--- config.mk ---
export PLATFORM = sky130hd
export DESIGN_NAME = temperature_profile_sequencer_flat
export DESIGN_NICKNAME = d
export VERILOG_FILES = /design/src/design/tps_pkg.sv /design/src/design/tps_if.sv /design/src/design/tps_cfg_regs.sv /design/src/design/tps_core.sv /design/src/design/temperature_profile_sequencer.sv /design/src/flat_wrapper.sv
export SDC_FILE = /design/constraint.sdc
export NUM_CORES = 1
export LEC_CHECK = 0
export BUFFER_PORTS_ARGS = -buffer_cell sky130_fd_sc_hd__buf_4
export CORE_MARGIN = 1
export CORE_UTILIZATION = 50
export DETAILED_ROUTE_END_ITERATION = 6
export PLACE_DENSITY = 0.69
export SYNTH_ARGS = -nofsm -noshare
export SYNTH_HDL_FRONTEND = slang
export SYNTH_SLANG_ARGS = --single-unit
--- constraint.sdc ---
create_clock -name clk_i -period 8.1 [get_ports clk_i]
set_input_delay 1.215 -clock clk_i [delete_from_list [all_inputs] [get_ports clk_i]]
set_output_delay 1.215 -clock clk_i [all_outputs]
set_load 0.02 [all_outputs]
--- src/design/tps_pkg.sv ---
// shared types, constants and helpers of the temperature profile sequencer
// no dependencies; compiled first

package tps_pkg;

  localparam int unsigned StageWords = 4;
  localparam int unsigned MaxStages  = 4;
  localparam int unsigned StageLimit = (MaxStages < StageWords) ? MaxStages : StageWords;

  localparam int unsigned CountW   = 3;
  localparam int unsigned StageW   = $clog2(StageWords);
  localparam int unsigned WordW    = 24;
  localparam int unsigned HoldW    = 16;
  localparam int unsigned TargetW  = 8;
  localparam int unsigned TimeW    = 32;
  localparam int unsigned TempW    = 10;
  localparam int unsigned CmdW     = 2;
  localparam int unsigned CfgIdxW  = 3;

  // start of hold: measured minus target at or above this window
  localparam int TempWindow = -1;

  typedef enum logic [CmdW-1:0] {
    CmdUpdate = 2'd0,
    CmdStart  = 2'd1,
    CmdCancel = 2'd2
  } cmd_e;

  typedef enum logic [CfgIdxW-1:0] {
    CfgStageCount = 3'd0,
    CfgStageWord0 = 3'd1,
    CfgStageWord1 = 3'd2,
    CfgStageWord2 = 3'd3,
    CfgStageWord3 = 3'd4
  } cfg_idx_e;

  typedef struct packed {
    logic [CountW-1:0]                 stage_count;
    logic [StageWords-1:0][WordW-1:0]  stage_word;
  } stage_cfg_t;

  typedef struct packed {
    logic               heater_on;
    logic [TargetW-1:0] setpoint;
    logic [StageW-1:0]  stage_index;
    logic               holding;
    logic [HoldW-1:0]   time_left;
    logic               finished;
  } result_t;

  function automatic logic [HoldW-1:0] word_hold(input logic [WordW-1:0] word);
    return word[HoldW-1:0];
  endfunction

  function automatic logic [TargetW-1:0] word_target(input logic [WordW-1:0] word);
    return word[HoldW +: TargetW];
  endfunction

endpackage

--- src/design/tps_if.sv ---
// handshake channels of the temperature profile sequencer: command in, status out
// depends on tps_pkg for field widths

interface tps_cmd_if;
  logic                                 valid;
  logic                                 ready;
  logic        [tps_pkg::CmdW-1:0]      cmd;
  logic        [tps_pkg::TimeW-1:0]     now_seconds;
  logic signed [tps_pkg::TempW-1:0]     measured_temp;

  modport source (output valid, output cmd, output now_seconds, output measured_temp,
                  input ready);
  modport sink   (input valid, input cmd, input now_seconds, input measured_temp,
                  output ready);
endinterface

interface tps_res_if;
  logic                           valid;
  logic                           ready;
  logic                           heater_on;
  logic [tps_pkg::TargetW-1:0]    setpoint;
  logic [tps_pkg::StageW-1:0]     stage_index;
  logic                           holding;
  logic [tps_pkg::HoldW-1:0]      time_left;
  logic                           finished;

  modport source (output valid, output heater_on, output setpoint, output stage_index,
                  output holding, output time_left, output finished, input ready);
  modport sink   (input valid, input heater_on, input setpoint, input stage_index,
                  input holding, input time_left, input finished, output ready);
endinterface

--- src/design/tps_cfg_regs.sv ---
// recipe registers: stage count and four stage words, written through a plain write port
// depends on tps_pkg

module tps_cfg_regs (
  input  logic                          clk_i,
  input  logic                          rst_ni,
  input  logic                          cfg_we_i,
  input  logic [tps_pkg::CfgIdxW-1:0]   cfg_idx_i,
  input  logic [tps_pkg::WordW-1:0]     cfg_wdata_i,
  output tps_pkg::stage_cfg_t           cfg_o
);

  tps_pkg::stage_cfg_t cfg_q, cfg_d;

  always_comb begin
    cfg_d = cfg_q;
    if (cfg_we_i) begin
      case (tps_pkg::cfg_idx_e'(cfg_idx_i))
        tps_pkg::CfgStageCount: cfg_d.stage_count   = cfg_wdata_i[tps_pkg::CountW-1:0];
        tps_pkg::CfgStageWord0: cfg_d.stage_word[0] = cfg_wdata_i;
        tps_pkg::CfgStageWord1: cfg_d.stage_word[1] = cfg_wdata_i;
        tps_pkg::CfgStageWord2: cfg_d.stage_word[2] = cfg_wdata_i;
        tps_pkg::CfgStageWord3: cfg_d.stage_word[3] = cfg_wdata_i;
        default:                cfg_d = cfg_q;  // unmapped index, ignored
      endcase
    end
  end

  always_ff @(posedge clk_i or negedge rst_ni) begin
    if (!rst_ni) begin
      cfg_q <= '0;
    end else begin
      cfg_q <= cfg_d;
    end
  end

  assign cfg_o = cfg_q;

endmodule

--- src/design/tps_core.sv ---
// sequencer state, one-step next-state logic and the registered status output
// depends on tps_pkg and the channel interfaces in tps_if.sv

module tps_core (
  input  logic                 clk_i,
  input  logic                 rst_ni,
  input  tps_pkg::stage_cfg_t  cfg_i,
  tps_cmd_if.sink              cmd_ch,
  tps_res_if.source            res_ch
);

  logic                          run_q, run_d;
  logic [tps_pkg::StageW-1:0]    stage_q, stage_d;
  logic                          hold_q, hold_d;
  logic [tps_pkg::TimeW-1:0]     end_q, end_d;
  logic                          out_valid_q;
  tps_pkg::result_t              res_q, res_d;

  logic                          accept;
  logic [tps_pkg::CountW-1:0]    used;
  logic [tps_pkg::TimeW-1:0]     diff_now;
  logic                          expired;
  logic [tps_pkg::StageW:0]      next_idx;
  logic [tps_pkg::StageW-1:0]    sel;
  logic                          do_check;
  logic                          fin;
  logic [tps_pkg::WordW-1:0]     word_d;
  logic signed [tps_pkg::TempW:0] temp_diff;
  logic                          temp_ok;
  logic [tps_pkg::HoldW-1:0]     left_sat;

  assign cmd_ch.ready = !out_valid_q || res_ch.ready;
  assign accept       = cmd_ch.valid && cmd_ch.ready;

  always_comb begin
    used = (cfg_i.stage_count > tps_pkg::CountW'(tps_pkg::StageLimit))
         ? tps_pkg::CountW'(tps_pkg::StageLimit) : cfg_i.stage_count;
    diff_now = end_q - cmd_ch.now_seconds;
    expired  = (diff_now == '0) || diff_now[tps_pkg::TimeW-1];
    next_idx = {1'b0, stage_q} + 1'b1;

    run_d    = run_q;
    stage_d  = stage_q;
    hold_d   = hold_q;
    end_d    = end_q;
    fin      = 1'b0;
    do_check = 1'b0;
    sel      = stage_q;

    case (tps_pkg::cmd_e'(cmd_ch.cmd))
      tps_pkg::CmdStart: begin
        if (used == '0) begin
          run_d = 1'b0; stage_d = '0; hold_d = 1'b0; end_d = '0;
          fin   = 1'b1;
        end else begin
          run_d    = 1'b1;
          sel      = '0;
          do_check = 1'b1;
        end
      end
      tps_pkg::CmdCancel: begin
        run_d = 1'b0; stage_d = '0; hold_d = 1'b0; end_d = '0;
        fin   = 1'b1;
      end
      default: begin
        // update, and the unused code
        if (run_q) begin
          if (hold_q) begin
            if (expired) begin
              if (next_idx >= {1'b0, used[tps_pkg::CountW-2:0]} && used <= next_idx) begin
                run_d = 1'b0; stage_d = '0; hold_d = 1'b0; end_d = '0;
                fin   = 1'b1;
              end else begin
                sel      = next_idx[tps_pkg::StageW-1:0];
                do_check = 1'b1;
              end
            end
          end else begin
            do_check = 1'b1;
          end
        end
      end
    endcase

    // entering a stage or waiting for temperature: try to start the hold
    temp_diff = $signed({cmd_ch.measured_temp[tps_pkg::TempW-1], cmd_ch.measured_temp})
              - $signed({3'b000, tps_pkg::word_target(cfg_i.stage_word[sel])});
    temp_ok   = temp_diff >= (tps_pkg::TempW+1)'(tps_pkg::TempWindow);
    if (do_check) begin
      stage_d = sel;
      hold_d  = temp_ok;
      end_d   = temp_ok
              ? cmd_ch.now_seconds + tps_pkg::TimeW'(tps_pkg::word_hold(cfg_i.stage_word[sel]))
              : '0;
    end

    word_d   = cfg_i.stage_word[stage_d];
    left_sat = (diff_now[tps_pkg::TimeW-1:tps_pkg::HoldW] != '0)
             ? '1 : diff_now[tps_pkg::HoldW-1:0];

    res_d.heater_on   = run_d;
    res_d.setpoint    = run_d ? tps_pkg::word_target(word_d) : '0;
    res_d.stage_index = run_d ? stage_d : '0;
    res_d.holding     = run_d && hold_d;
    // a hold that goes on keeps its end time, one that just began has the full hold left
    res_d.time_left   = !run_d ? '0
                      : (hold_d && !do_check) ? left_sat
                      : tps_pkg::word_hold(word_d);
    res_d.finished    = fin;
  end

  always_ff @(posedge clk_i or negedge rst_ni) begin
    if (!rst_ni) begin
      run_q       <= 1'b0;
      stage_q     <= '0;
      hold_q      <= 1'b0;
      end_q       <= '0;
      out_valid_q <= 1'b0;
    end else begin
      if (accept) begin
        run_q       <= run_d;
        stage_q     <= stage_d;
        hold_q      <= hold_d;
        end_q       <= end_d;
        out_valid_q <= 1'b1;
      end else if (res_ch.ready) begin
        out_valid_q <= 1'b0;
      end
    end
  end

  always_ff @(posedge clk_i) begin
    if (accept) begin
      res_q <= res_d;
    end
  end

  assign res_ch.valid       = out_valid_q;
  assign res_ch.heater_on   = res_q.heater_on;
  assign res_ch.setpoint    = res_q.setpoint;
  assign res_ch.stage_index = res_q.stage_index;
  assign res_ch.holding     = res_q.holding;
  assign res_ch.time_left   = res_q.time_left;
  assign res_ch.finished    = res_q.finished;

endmodule

--- src/design/temperature_profile_sequencer.sv ---
// top level of the ramp/soak temperature profile sequencer
// depends on tps_pkg, tps_if.sv, tps_cfg_regs and tps_core
//
// usage:
//   - program the recipe through the write port: index 0 is the stage count,
//     indexes 1 to 4 are the stage words (hold seconds in bits 15:0, target
//     degrees in bits 23:16); write only while no command is in flight
//   - each transfer on cmd_ch (update, start, cancel, with time and measured
//     temperature) yields exactly one status transfer on res_ch
//   - the status of a command is registered and valid on the cycle after its transfer
//   - throughput: one command per cycle while the receiver takes each status; the next
//     state comes out of one registered step (compares, adds, subtracts)
//   - the status register decouples the sides: cmd_ch.ready stays high while
//     the status slot is empty or being taken in the same cycle
//   - when the receiver stalls, the status holds and cmd_ch.ready is low for
//     as long as a status waits; no status is dropped or repeated
//   - reset clears the recipe registers and the sequencer: heater off, stage 0,
//     no hold, no status pending

module temperature_profile_sequencer (
  input  logic                          clk_i,
  input  logic                          rst_ni,
  input  logic                          cfg_we_i,
  input  logic [tps_pkg::CfgIdxW-1:0]   cfg_idx_i,
  input  logic [tps_pkg::WordW-1:0]     cfg_wdata_i,
  tps_cmd_if.sink                       cmd_ch,
  tps_res_if.source                     res_ch
);

  tps_pkg::stage_cfg_t cfg;

  // recipe registers
  tps_cfg_regs u_cfg_regs (
    .clk_i       (clk_i),
    .rst_ni      (rst_ni),
    .cfg_we_i    (cfg_we_i),
    .cfg_idx_i   (cfg_idx_i),
    .cfg_wdata_i (cfg_wdata_i),
    .cfg_o       (cfg)
  );

  // sequencer state and status register
  tps_core u_core (
    .clk_i  (clk_i),
    .rst_ni (rst_ni),
    .cfg_i  (cfg),
    .cmd_ch (cmd_ch),
    .res_ch (res_ch)
  );

  // every command transfer produces a status in the next cycle
  a_status_follows: assert property (@(posedge clk_i) disable iff (!rst_ni)
    (cmd_ch.valid && cmd_ch.ready) |=> res_ch.valid)
    else $error("no status after command transfer");

  // commands are only held off while a status waits
  a_ready_backpressure: assert property (@(posedge clk_i) disable iff (!rst_ni)
    !cmd_ch.ready |-> (res_ch.valid && !res_ch.ready))
    else $error("command held off without pending status");

  // a stopped sequencer reports a quiet status
  a_off_quiet: assert property (@(posedge clk_i) disable iff (!rst_ni)
    (res_ch.valid && !res_ch.heater_on) |->
      (res_ch.setpoint == '0 && res_ch.stage_index == '0 && !res_ch.holding
       && res_ch.time_left == '0))
    else $error("status not cleared while heater off");

  // finished always comes with the heater switched off
  a_finish_off: assert property (@(posedge clk_i) disable iff (!rst_ni)
    (res_ch.valid && res_ch.finished) |-> !res_ch.heater_on)
    else $error("finished while heater on");

endmodule
--- src/flat_wrapper.sv ---
// flat-port wrapper written by rule: the top's interface ports become plain ports
module temperature_profile_sequencer_flat 
  (clk_i, rst_ni, cfg_we_i, cfg_idx_i, cfg_wdata_i, cmd_ch_valid, cmd_ch_cmd, cmd_ch_now_seconds, cmd_ch_measured_temp, cmd_ch_ready, res_ch_valid, res_ch_heater_on, res_ch_setpoint, res_ch_stage_index, res_ch_holding, res_ch_time_left, res_ch_finished, res_ch_ready);
  tps_cmd_if cmd_ch_i ();
  tps_res_if res_ch_i ();
  input  logic clk_i;
  input  logic rst_ni;
  input  logic cfg_we_i;
  input  logic [tps_pkg::CfgIdxW-1:0] cfg_idx_i;
  input  logic [tps_pkg::WordW-1:0] cfg_wdata_i;
  input wire logic [$bits(cmd_ch_i.valid)-1:0] cmd_ch_valid;
  input wire logic [$bits(cmd_ch_i.cmd)-1:0] cmd_ch_cmd;
  input wire logic [$bits(cmd_ch_i.now_seconds)-1:0] cmd_ch_now_seconds;
  input wire logic [$bits(cmd_ch_i.measured_temp)-1:0] cmd_ch_measured_temp;
  output wire logic [$bits(cmd_ch_i.ready)-1:0] cmd_ch_ready;
  output wire logic [$bits(res_ch_i.valid)-1:0] res_ch_valid;
  output wire logic [$bits(res_ch_i.heater_on)-1:0] res_ch_heater_on;
  output wire logic [$bits(res_ch_i.setpoint)-1:0] res_ch_setpoint;
  output wire logic [$bits(res_ch_i.stage_index)-1:0] res_ch_stage_index;
  output wire logic [$bits(res_ch_i.holding)-1:0] res_ch_holding;
  output wire logic [$bits(res_ch_i.time_left)-1:0] res_ch_time_left;
  output wire logic [$bits(res_ch_i.finished)-1:0] res_ch_finished;
  input wire logic [$bits(res_ch_i.ready)-1:0] res_ch_ready;
  assign cmd_ch_i.valid = cmd_ch_valid;
  assign cmd_ch_i.cmd = cmd_ch_cmd;
  assign cmd_ch_i.now_seconds = cmd_ch_now_seconds;
  assign cmd_ch_i.measured_temp = cmd_ch_measured_temp;
  assign cmd_ch_ready = cmd_ch_i.ready;
  assign res_ch_valid = res_ch_i.valid;
  assign res_ch_heater_on = res_ch_i.heater_on;
  assign res_ch_setpoint = res_ch_i.setpoint;
  assign res_ch_stage_index = res_ch_i.stage_index;
  assign res_ch_holding = res_ch_i.holding;
  assign res_ch_time_left = res_ch_i.time_left;
  assign res_ch_finished = res_ch_i.finished;
  assign res_ch_i.ready = res_ch_ready;
  temperature_profile_sequencer u_core (.clk_i(clk_i), .rst_ni(rst_ni), .cfg_we_i(cfg_we_i), .cfg_idx_i(cfg_idx_i), .cfg_wdata_i(cfg_wdata_i), .cmd_ch(cmd_ch_i), .res_ch(res_ch_i));
endmodule
After elaboration in Yosys (flattened, before gate mapping)
Index checks and enable logic that the tools add are counted.

Bits in registers: 165. Input bits: 76.

Magnitude comparators: 6. Add/sub/neg operators: 4. Reductions and logical operators: 23. Equal/unequal tests: 7. Mux-type cells: 51.

Operators by type and width (number): $mux 32 (7); $bmux 24 s2 (2); $pmux 32 s2 (1); $mux 24 (2); $add 32x16->32 (1); $logic_not 32->1 (1); $mux 16 (2); $sub 32x32->32 (1); $mux 2 (11); $mux 1 (19); $reduce_bool 16->1 (1); $reduce_bool 4->1 (4); $ge 11x1->1 const B (1); $sub 10x9->11 (1); $reduce_and 2->1 (5); $pmux 1 s2 (4); $pmux 2 s2 (2); $eq 3x2->1 const B (2); $logic_not 3->1 (2); $lt 2x3->1 const B (2); $reduce_and 6->1 (1); $logic_and 1x1->1 (4); $add 2x1->3 const B (1); $eq 3x1->1 const B (1); 11 further kinds (13).

Longest topological paths before layout
Gate-level depths: netlist (run 1).

Depth after elaboration: 16. Depth in mapped cells: 34. Mapped depth without buffers: 32.

Hierarchy
A second synthesis (run 1) with hierarchy kept.

Cell total of the unflattened synthesis: 1214. Area total of the unflattened synthesis: 12169.2 µm².

Modules (own cells, without submodules): tps_core (times used 1, area an instance 8395.6 µm², cells an instance 1000, seq. area each 1796.7 µm²); tps_cfg_regs (times used 1, area an instance 3773.6 µm², cells an instance 214, seq. area each 2477.4 µm²).

Worst setup path after synthesis (run 1)
Ideal clock, no wire load.

Path type: input port to flip-flop. Start point: input port cmd_ch_now_seconds[7]. End point: register u_core.u_core.end_q[31] (netlist bit). Data required time: 7979 ps. Path buffers: 2. Setup time: 121 ps. Data arrival time: 7647 ps. Cell stages on the path: 30. Path slack: 332 ps. Cells stage by stage: inv_1 > ha_1 > buf_6 > and3_1 > a221o_1 > or2_1 > o211a_1 > a211oi_1 > nand4_1 > a2111oi_4 > nand3_4 > a211oi_1 > mux2_2 > buf_2 > mux2i_1 > mux2i_1 > ha_1 > a21o_1 > a21oi_1 > o21ai_0 > a21oi_1 > nor2b_1 > o21a_1 > o31a_1 > o41ai_1 > o21ai_0 > o211ai_1 > nor4_1 > xor2_1 > a22o_1.

Word-level cells in the longest chain between the ends: 13.

Ends and longest elaborated chain: start, declared (line flat_wrapper.sv:13) `input wire logic [$bits(cmd_ch_i.now_seconds)-1:0] cmd_ch_now_seconds;`; $sub 32x32->32 (line tps_core.sv:38) `diff_now = end_q - cmd_ch.now_seconds;`; $logic_not 32->1 (line tps_core.sv:39) `expired = (diff_now == '0) || diff_now[tps_pkg::TimeW-1];`; $logic_or 1x1->1 (line tps_core.sv:39); $mux 2 (line tps_core.sv:69) `if (expired) begin`; $mux 2 (line tps_core.sv:68) `if (hold_q) begin`; $mux 2 (line tps_core.sv:67) `if (run_q) begin`; $pmux 2 s2 (line tps_core.sv:50) `case (tps_pkg::cmd_e'(cmd_ch.cmd))`; $bmux 24 s2 (line tps_core.sv:87, tps_core.sv:93); $mux 24 (implied by the code) (line tps_core.sv:93) `? cmd_ch.now_seconds + tps_pkg::TimeW'(tps_pkg::word_hold(cfg_i.stage_word[sel]))`; $sub 10x9->11 (line tps_core.sv:87) `- $signed({3'b000, tps_pkg::word_target(cfg_i.stage_word[sel])});`; $ge 11x1->1 (line tps_core.sv:88) `temp_ok = temp_diff >= (tps_pkg::TempW+1)'(tps_pkg::TempWindow);`; $mux 32 (line tps_core.sv:93); $mux 32 (line tps_core.sv:89) `if (do_check) begin`; end signal, assigned (line tps_core.sv:124) `end_q <= end_d;`; end, declared (line tps_core.sv:15) `logic [tps_pkg::TimeW-1:0] end_q, end_d;`.

Several ways; a longest one is shown, not always the timed one. The select of a mux whose other input is x is not followed. A chain may end at the register's enable or synchronous reset.

==> metrics, run 1 <==
status=finished, final reports clean; Seq/Total Area, Yosys=0.364; DRC Markers=0; RePlAce Congestion=0.971; pin count of the biggest net entering global routing=72; final net count=1485; commonest non-fill, non-tap cell in the layout=buf_4; Layout fillers=1978; FFs w/ async S/R, synth=0.824; CTS Root Cell=clkbuf_16; sw frac=0.386; WP data required=8.28 ns; FF+latch count, synth=165; non-filler cells, final=1668; CP Capture Type=flop; synthesized instance count=1197; vias in the first global route=9630; Distinct cells, synth=79; R2R Path Start=u_core.u_core.end_q[0]$_DFFE_PN0P_; Worst setup SP type=input pin; r2r setup slk=0.91 ns; Die Area=24100 sq um; Most Frequent Cell on Critical Path=buf_4; Die Ht=155 microns; Total GRT Usage=0.272; ant diodes=0; reg2reg path depth=36; Cell Rows=55; die width=155 microns; Final WS setup=0.361 ns; Clock Latency Late Sink=0.44 ns; RSZ-0062 raised after global routing=true; Synth Flop Type=dfrtp_1; pwr dens=246 nW/um^2; Final Setup Violations=0; CP Launch Point=cmd_ch_now_seconds[0]; Initial Util=0.513; first-pass GRT wire length=51300 microns; clock slew seen by the registers of the worst setup and hold paths=0.07 ns; Slew @ Worst Pin=1.04 ns; pre-CTS setup slack=-0.549 ns; setup_tns=0 ns; CTS tree=built; CTS sink count=165; Mapped Nets=1340; I/O pin total=107; final hold viol count=0; VDD IR max=0.130 mV; antenna violations before repair=0; Initial DRC Count=555; drt wl/cell=19.1 microns; Worst path slowest cell=a2111oi_1; Ys Warns=0; most frequent cells in the layout=buf_4 (181), dfrtp_1 (136), nand2_1 (99), mux2_2 (90), inv_1 (82); post-layout util=0.612; clock share of power=0.241; CTS buffer count=17; PortBufs=106; HP Class=reg2reg; worst hold stages=2; Rel. slew slack=0.298; maxcap violations=0; sequential share of power=0.323; Synth Area per Inst=9.80 sq um; min-delay src=u_core.u_core.end_q[10]$_DFFE_PN0P_; H-tree depth=4; Gate power share=0.436; proportion of layout cells with a drive suffix above 1=0.261; placed insts=1635; Hold Crit Endpoint=u_core.u_core.end_q[10]$_DFFE_PN0P_; RR Endpoint=u_core.u_core.res_ch.holding$_DFFE_PP_; WS Path Type=in2reg; WHS=0.485 ns; static leakage=6.12 nW; Arrival @ worst endpoint=7.92 ns; DR vias=9781; DP HPWL=23400 microns; Slowest Stage Delay on Critical Path=0.43 ns; final max-slew violation count=0; fmax=129 MHz; Setup Skew=0.0198 ns; Final Cycle Share=0.955; area delta synth->final=19.3%; final wirelength=31900 microns; internal power=2.11 mW; Post-synth EDFFs=29; CTS max path bufs=2; DR pass1 iterations=6; Worst Path Max Fanout=23; Psw=1.33 mW; min cycle time layout=7.74 ns; Core Region=22800 sq um; Routed Antenna Nets=0; total gr overflow=0; Via density=5.86; Synth Cell Area=11700 sq um
==> critical path, delay by kind of cell <==
family          cells  cell delay, ns
compound gates     11            2.48
fa+ha+maj           4            1.19
buf+inv             9            1.34
mux                 1            0.22
simple gates       11            1.46
==> layer usage <==
metal,share of wire,track usage,wire (microns)
met4,0.017,0.0808,556
met2,0.47,0.442,15000
met3,0.049,0.0426,1570
met1,0.46,0.375,14800
met5,0,0,0
==> worst max-delay path by stage <==
stage,cells after the start,to
after floorplan,30,u_core.u_core.end_q[31]$_DFFE_PN0P_
after global placement,32,u_core.u_core.end_q[30]$_DFFE_PN0P_
after detailed placement,32,u_core.u_core.end_q[17]$_DFFE_PN0P_
after CTS,32,u_core.u_core.end_q[13]$_DFFE_PN0P_
after global routing,34,u_core.u_core.end_q[4]$_DFFE_PN0P_
final,36,u_core.u_core.res_ch.holding$_DFFE_PP_
==> stage by stage <==
stage                     total power [mW]  cell area [sq um]
after CTS                             3.42              13900
after detailed placement              2.58              13300
final                                 3.45              14000
after floorplan                       2.10              11700
after global routing                  3.65              14000
after global placement                2.55              13300
==> power groups by stage <==
stage | Clock, mW | Sequential, mW | Combinational [mW]
after global placement | 0 | 1.12 | 1.43
after detailed placement | 0 | 1.13 | 1.45
after floorplan | 0 | 1.11 | 0.992
final | 0.829 | 1.11 | 1.50
after CTS | 0.841 | 1.11 | 1.47
after global routing | 0.875 | 1.13 | 1.65
==> layout make-up <==
cell class / instances / area (sq um) / area share
Sequential cell: 165 / 4270 / 0.305
Tap cell: 313 / 392 / 0.0280
Clock buffer: 18 / 439 / 0.0314
Timing Repair Buffer: 185 / 1410 / 0.101
Clock inverter: 14 / 155 / 0.0111
Inverter: 82 / 308 / 0.0220
Multi-Input combinational cell: 891 / 7010 / 0.501
==> sequential cells by signal, summed over array words and instances, names as in the netlist <==
register                          cells
u_core.u_core.end_q                  32
u_core.u_core.res_ch.time_left       16
u_core.u_core.res_ch.valid            1
u_core.u_core.res_ch.finished         1
u_core.u_core.res_ch.stage_index      2
u_core.u_core.res_ch.heater_on        1
u_core.u_core.hold_q                  1
u_core.u_cfg_regs.cfg_o              99
u_core.u_core.stage_q                 2
u_core.u_core.run_q                   1
u_core.u_core.res_ch.holding          1
u_core.u_core.res_ch.setpoint         8
==> cell usage after synthesis, types with 4 or more instances <==
cell type | n | area [sq um]
a2111oi_0 | 6 | 52.6
a211oi_1 | 10 | 75.1
a21boi_0 | 17 | 128
a21o_1 | 19 | 143
a21oi_1 | 51 | 255
a221oi_1 | 16 | 140
a22o_1 | 11 | 96.3
a31oi_1 | 10 | 62.6
and2_1 | 9 | 56.3
and3_1 | 13 | 81.3
buf_2 | 15 | 75.1
clkbuf_1 | 36 | 135
dfrtp_1 | 136 | 3400
edfxtp_1 | 29 | 871
fa_1 | 4 | 80.1
ha_1 | 63 | 788
inv_1 | 82 | 308
mux2_2 | 91 | 1020
mux2i_1 | 78 | 781
mux4_2 | 8 | 180
nand2_1 | 99 | 372
nand2b_1 | 16 | 100
nand3_1 | 23 | 115
nand4_1 | 10 | 62.6
nor2_1 | 58 | 218
nor2b_1 | 11 | 68.8
nor3_1 | 38 | 190
nor3b_1 | 4 | 30.0
nor4_1 | 6 | 37.5
o211ai_1 | 6 | 45.0
o21a_1 | 7 | 52.6
o21ai_0 | 53 | 265
o31ai_1 | 22 | 165
o41ai_1 | 19 | 166
or3_1 | 4 | 25.0
xnor2_1 | 30 | 263
xor2_1 | 19 | 166
==> cell families after synthesis <==
kind of cell	count (synthesis)	share of synthesized area
AO/OA/AOI/OAI	285	0.172
XOR/XNOR	49	0.0366
adder cells (fa/ha/maj)	67	0.0740
buffers and inverters	141	0.0503
AND/OR/NAND/NOR	313	0.134
multiplexers	177	0.169
flip-flops	165	0.364
==> what timing repair did <==
item,4_1_cts,5_1_grt
resized for setup,3,21
pin swaps,0,7
endpoints found under the setup margin,12,34
buffers inserted,0,1
hold buffers,0,0
Power figures use the tool's default switching activity.
==> run 2, diff against run 1 <==
- CELL_PAD_IN_SITES_DETAIL_PLACEMENT: default -> 0
- CELL_PAD_IN_SITES_GLOBAL_PLACEMENT: default -> 1
- CORE_UTILIZATION: 50 -> 48
- PLACE_DENSITY: 0.69 -> default
- PLACE_DENSITY_LB_ADDON: default -> 0.1
==> run 2 against run 1 <==
Core utilization fell by 2.5 points. Critical path type unchanged. Sequential cell count did not move. Sequential power barely moved. Largest cell class unchanged. Critical path depth fell by 3.
==> metrics, run 2 (synthesized netlist as in run 1, its figures left out) <==
CP Capture Type=flop; WS Path Type=in2reg; Final WS setup=0.468 ns; most frequent cells in the layout=buf_4 (171), dfrtp_1 (136), nand2_1 (99), mux2_2 (91), inv_1 (82); Cell Rows=56; final net count=1474; pwr dens=246 nW/um^2; first-pass GRT wire length=51700 microns; Bufs and invs on worst path=6; final hold viol count=0; PortBufs=106; Worst path slowest cell=fa_1; Final Setup Violations=0; Via density=5.83; pre-CTS setup slack=-0.536 ns; CTS max path bufs=2; Arrival @ worst endpoint=7.97 ns; Die Area=25100 sq um; WHS=0.486 ns; final wirelength=32200 microns; CTS tree=built; sequential share of power=0.323; pin count of the biggest net entering global routing=71; clock slew seen by the registers of the worst setup and hold paths=0.08 ns; number of flip-flops in the largest register=99; Initial DRC Count=485; DR vias=9699; family with the most delay on the worst path=compound AO/OA/AOI/OAI gates; static leakage=6.09 nW; CTS buffer count=17; CTS sink count=165; Initial Util=0.494; min cycle time layout=7.63 ns; Slew @ Worst Pin=1.22 ns; Die Ht=158 microns; H-tree depth=4; WP data required=8.44 ns; CTS Root Cell=clkbuf_16; proportion of layout cells with a drive suffix above 1=0.258; Final Cycle Share=0.942; vias in the first global route=9583; Clock Latency Late Sink=0.44 ns; Most Frequent Cell on Critical Path=buf_4; area delta synth->final=18.9%; final max-slew violation count=0; antenna violations before repair=0; setup_tns=0 ns; DR pass1 iterations=5; status=finished, final reports clean; VDD IR max=0.150 mV; Gate power share=0.431; Slowest Stage Delay on Critical Path=0.43 ns; fmax=131 MHz; HP Class=reg2reg; Routed Antenna Nets=0; Psw=1.34 mW; Setup Skew=0.00894 ns; Rel. slew slack=0.186; DRC Markers=0; total gr overflow=0; internal power=2.09 mW; drt wl/cell=19.4 microns; hold buffer count at CTS=0; Worst setup SP type=input pin; clock share of power=0.246; Layout fillers=2167; Worst Path Max Fanout=19; Core Region=23800 sq um; die width=158 microns; sw frac=0.391; RePlAce Congestion=0.940; DP HPWL=23400 microns; I/O pin total=107; ant diodes=0; maxcap violations=0; commonest non-fill, non-tap cell in the layout=buf_4; total power=3.43 mW; Total GRT Usage=0.268
==> run 2: cell types whose count changed in the layout (fill, tap and decap cells not counted), moves of 2 or more <==
cell,previous run,this run
o41ai_2,0,3
buf_4,181,171
a21o_2,0,2
a21o_1,19,17
o41ai_1,19,16
==> run 2: layer usage <==
layer	GRT usage	routed length (microns)
met5	0	0
met4	0.0664	368
met2	0.431	15200
met3	0.0367	1450
met1	0.379	15300
==> run 2: worst paths after layout <==
| path | start | end | slack (ns) | cells past startpoint |
|---|---|---|---|---|
| worst max-delay path | cmd_ch_now_seconds[0] | u_core.u_core.end_q[13]$_DFFE_PN0P_ | 0.47 | 33 |
| worst min-delay path | u_core.u_core.end_q[0]$_DFFE_PN0P_ | u_core.u_core.end_q[0]$_DFFE_PN0P_ | 0.49 | 2 |
| worst max register to register | u_core.u_core.end_q[0]$_DFFE_PN0P_ | u_core.u_core.end_q[13]$_DFFE_PN0P_ | 1.01 | 33 |
| worst min register to register | u_core.u_core.end_q[0]$_DFFE_PN0P_ | u_core.u_core.end_q[0]$_DFFE_PN0P_ | 0.49 | 2 |
| max in group asynchronous | rst_ni | u_core.u_core.end_q[4]$_DFFE_PN0P_ | 5.97 | 2 |
| min in group asynchronous | rst_ni | u_core.u_core.end_q[27]$_DFFE_PN0P_ | 0.76 | 1 |
==> run 2: layout make-up <==
cell class / count / area, sq um / share of cell area
Timing Repair Buffer: 174 / 1330 / 0.0951
Clock buffer: 17 / 425 / 0.0305
Tap cell: 319 / 399 / 0.0286
Multi-Input combinational cell: 891 / 7040 / 0.505
Inverter: 82 / 308 / 0.0221
Clock inverter: 15 / 173 / 0.0124
Sequential cell: 165 / 4270 / 0.306
==> run 2: worst min-delay path, cell delays in order (launching register included) <==
cell,delay (ns)
dfrtp_1,0.35
nand2_1,0.05
o31ai_1,0.05
==> run 2: timing repair <==
item	4_1_cts	5_1_grt
setup buffers	0	1
gates resized for setup	1	23
endpoints found under the hold margin	0	0
pin swaps	0	6
endpoints found under the setup margin	13	34
==> run 2: stage by stage <==
stage	cell area, sq um	cells	util
CTS	13800	1662	0.583
detailed placement	13200	1630	0.557
global placement	13200	1630	0.557
finish	13900	1663	0.587
floorplan	11700	1197	-
global route	13900	1663	0.587
==> run 2: power by group through the flow <==
stage          Sequential, mW  Clock [mW]  Combinational [mW]
4_1_cts                  1.11       0.859                1.45
6_report                 1.11       0.844                1.48
5_1_grt                  1.13       0.887                1.63
3_3_place_gp             1.12           0                1.43
3_5_place_dp             1.12           0                1.44
2_1_floorplan            1.11           0               0.992
==> run 3, diff against run 2 <==
- CORE_ASPECT_RATIO: default -> 1.2
==> run 3 against run 2 <==
Cell count grew 1.1%. Clock-buffer cell count is the same. Global-route usage grew 0.70 points. Via count grew 0.21%. Wire length grew 2.7%. Sequential power is essentially flat. Worst hold slack lost 0.0035 ns. Sequential cell count is the same. Total power is essentially flat. Critical path depth is the same. Fmax shrank 0.46%. Clock power shrank 2.4%. Highest routed layer is now met5.
==> metrics, run 3 (synthesized netlist as in run 1, its figures left out) <==
DR pass1 iterations=5; Via density=5.78; Setup Skew=0.0165 ns; CTS max path bufs=2; Worst setup SP type=input pin; CTS tree=built; sequential share of power=0.323; worst hold stages=2; CTS Root Cell=clkbuf_16; setup_tns=0 ns; first-pass GRT wire length=52400 microns; Slowest Stage Delay on Critical Path=0.42 ns; antenna violations before repair=1; Cell Rows=62; final hold viol count=0; Final Setup Violations=0; CTS buffer count=17; Most Frequent Cell on Critical Path=buf_4; HP Class=reg2reg; Worst path slowest cell=fa_1; final net count=1491; Psw=1.34 mW; Worst Path Max Fanout=6; RR Endpoint=u_core.u_core.end_q[30]$_DFFE_PN0P_; reg2reg path depth=33; WP data required=8.42 ns; DR vias=9719; pin count of the biggest net entering global routing=80; Die Area=25100 sq um; WS Path Type=in2reg; Routed Antenna Nets=0; proportion of layout cells with a drive suffix above 1=0.262; dpl cell area=13300 sq um; pwr dens=245 nW/um^2; multi-input logic area=7000 sq um; r2r setup slk=0.97 ns; total power=3.44 mW; DRC Markers=0; clock slew seen by the registers of the worst setup and hold paths=0.08 ns; static leakage=6.13 nW; RePlAce Congestion=0.879; maxcap violations=0; Layout fillers=2118; Final Cycle Share=0.947; Die Ht=173 microns; Gate power share=0.437; CTS sink count=165; pre-CTS setup slack=-0.593 ns; I/O pin total=107; status=finished, final reports clean; CP Capture Type=flop; VDD IR max=0.165 mV; final wirelength=33100 microns; Initial DRC Count=493; RSZ-0062 raised after global routing=false; drt wl/cell=19.7 microns; total gr overflow=0; final instance area=14000 sq um; FF+latch area=4270 sq um; min cycle time layout=7.67 ns; internal power=2.10 mW; CP Launch Point=cmd_ch_now_seconds[0]; hold buffer count at CTS=0; number of flip-flops in the largest register=99; H-tree depth=4; die width=145 microns; Final WS setup=0.432 ns; Slew @ Worst Pin=1.10 ns; WHS=0.482 ns; Initial Util=0.489; Critical Path End=u_core.u_core.end_q[30]$_DFFE_PN0P_; most frequent cells in the layout=buf_4 (189), dfrtp_1 (136), nand2_1 (99), mux2_2 (90), inv_1 (82); Total GRT Usage=0.275; area delta synth->final=19.5%; vias in the first global route=9925; R2R Path Start=u_core.u_core.end_q[0]$_DFFE_PN0P_; PortBufs=106; DP HPWL=24100 microns; final max-slew violation count=0; critical path depth=33; commonest non-fill, non-tap cell in the layout=buf_4; Core Region=24000 sq um; fmax=130 MHz; sw frac=0.390; Clock Latency Late Sink=0.43 ns; clock share of power=0.240; ant diodes=0; Rel. slew slack=0.265; family with the most delay on the worst path=compound AO/OA/AOI/OAI gates; Arrival @ worst endpoint=7.99 ns; Bufs and invs on worst path=4
==> run 3: cell count changes in the layout (fill, tap and decap cells not counted), sizes merged <==
cell      delta
buf         +17
inv          -3
clkinv       +2
clkinvlp     +1
==> run 3: routing by layer <==
metal	up-vias	track usage	routed length, microns
met5	-	0	8
met1	4728	0.341	14000
met2	226	0.470	16800
li1	4710	-	-
met4	2	0.100	884
met3	53	0.0511	1400
==> run 3: what timing repair did <==
action | 4_1_cts | 5_1_grt
pin swaps | 0 | 3
gates resized for setup | 2 | 18
setup endpoints to repair | 18 | 34
gates cloned | 0 | 0
buffers inserted | 0 | 1
==> run 3: how the worst min path moves through the flow <==
| stage | from | to | slack, ns |
|---|---|---|---|
| finish | u_core.u_core.end_q[0]$_DFFE_PN0P_ | u_core.u_core.end_q[0]$_DFFE_PN0P_ | 0.48 |
| global route | u_core.u_core.end_q[0]$_DFFE_PN0P_ | u_core.u_core.end_q[0]$_DFFE_PN0P_ | 0.51 |
| CTS | u_core.u_core.end_q[0]$_DFFE_PN0P_ | u_core.u_core.end_q[0]$_DFFE_PN0P_ | 0.48 |
| detailed placement | u_core.u_core.end_q[0]$_DFFE_PN0P_ | u_core.u_core.end_q[0]$_DFFE_PN0P_ | 0.47 |
| global placement | u_core.u_core.end_q[2]$_DFFE_PN0P_ | u_core.u_core.end_q[2]$_DFFE_PN0P_ | 0.46 |
| floorplan | u_core.u_core.end_q[13]$_DFFE_PN0P_ | u_core.u_core.end_q[13]$_DFFE_PN0P_ | 0.45 |
==> run 3: power groups by stage <==
stage / clock network, mW / registers, mW / logic [mW]
after floorplan: 0 / 1.11 / 0.992
after global placement: 0 / 1.12 / 1.45
after detailed placement: 0 / 1.13 / 1.47
after CTS: 0.836 / 1.11 / 1.48
after global routing: 0.870 / 1.13 / 1.65
final: 0.824 / 1.11 / 1.50
==> run 3: per-stage QoR <==
stage,util,instances
5_1_grt,0.585,1681
6_report,0.585,1681
4_1_cts,0.582,1680
3_5_place_dp,0.557,1648
2_1_floorplan,-,1197
3_3_place_gp,0.557,1648
==> run 3: tightest hold or removal path, delay by kind of cell, from the launching register on <==
kind / cells / cell delay, ns
DFF: 1 / 0.35
AOI/OAI and AO/OA: 1 / 0.05
and+or+nand+nor: 1 / 0.05
==> run 3: final cells by class <==
class	instances	area share
well taps	320	0.0286
flip-flops and latches	165	0.305
repair buffers	191	0.103
inverters	82	0.0220
clock inverters	15	0.0114
multi-input cells	891	0.500
clock buffers	17	0.0304
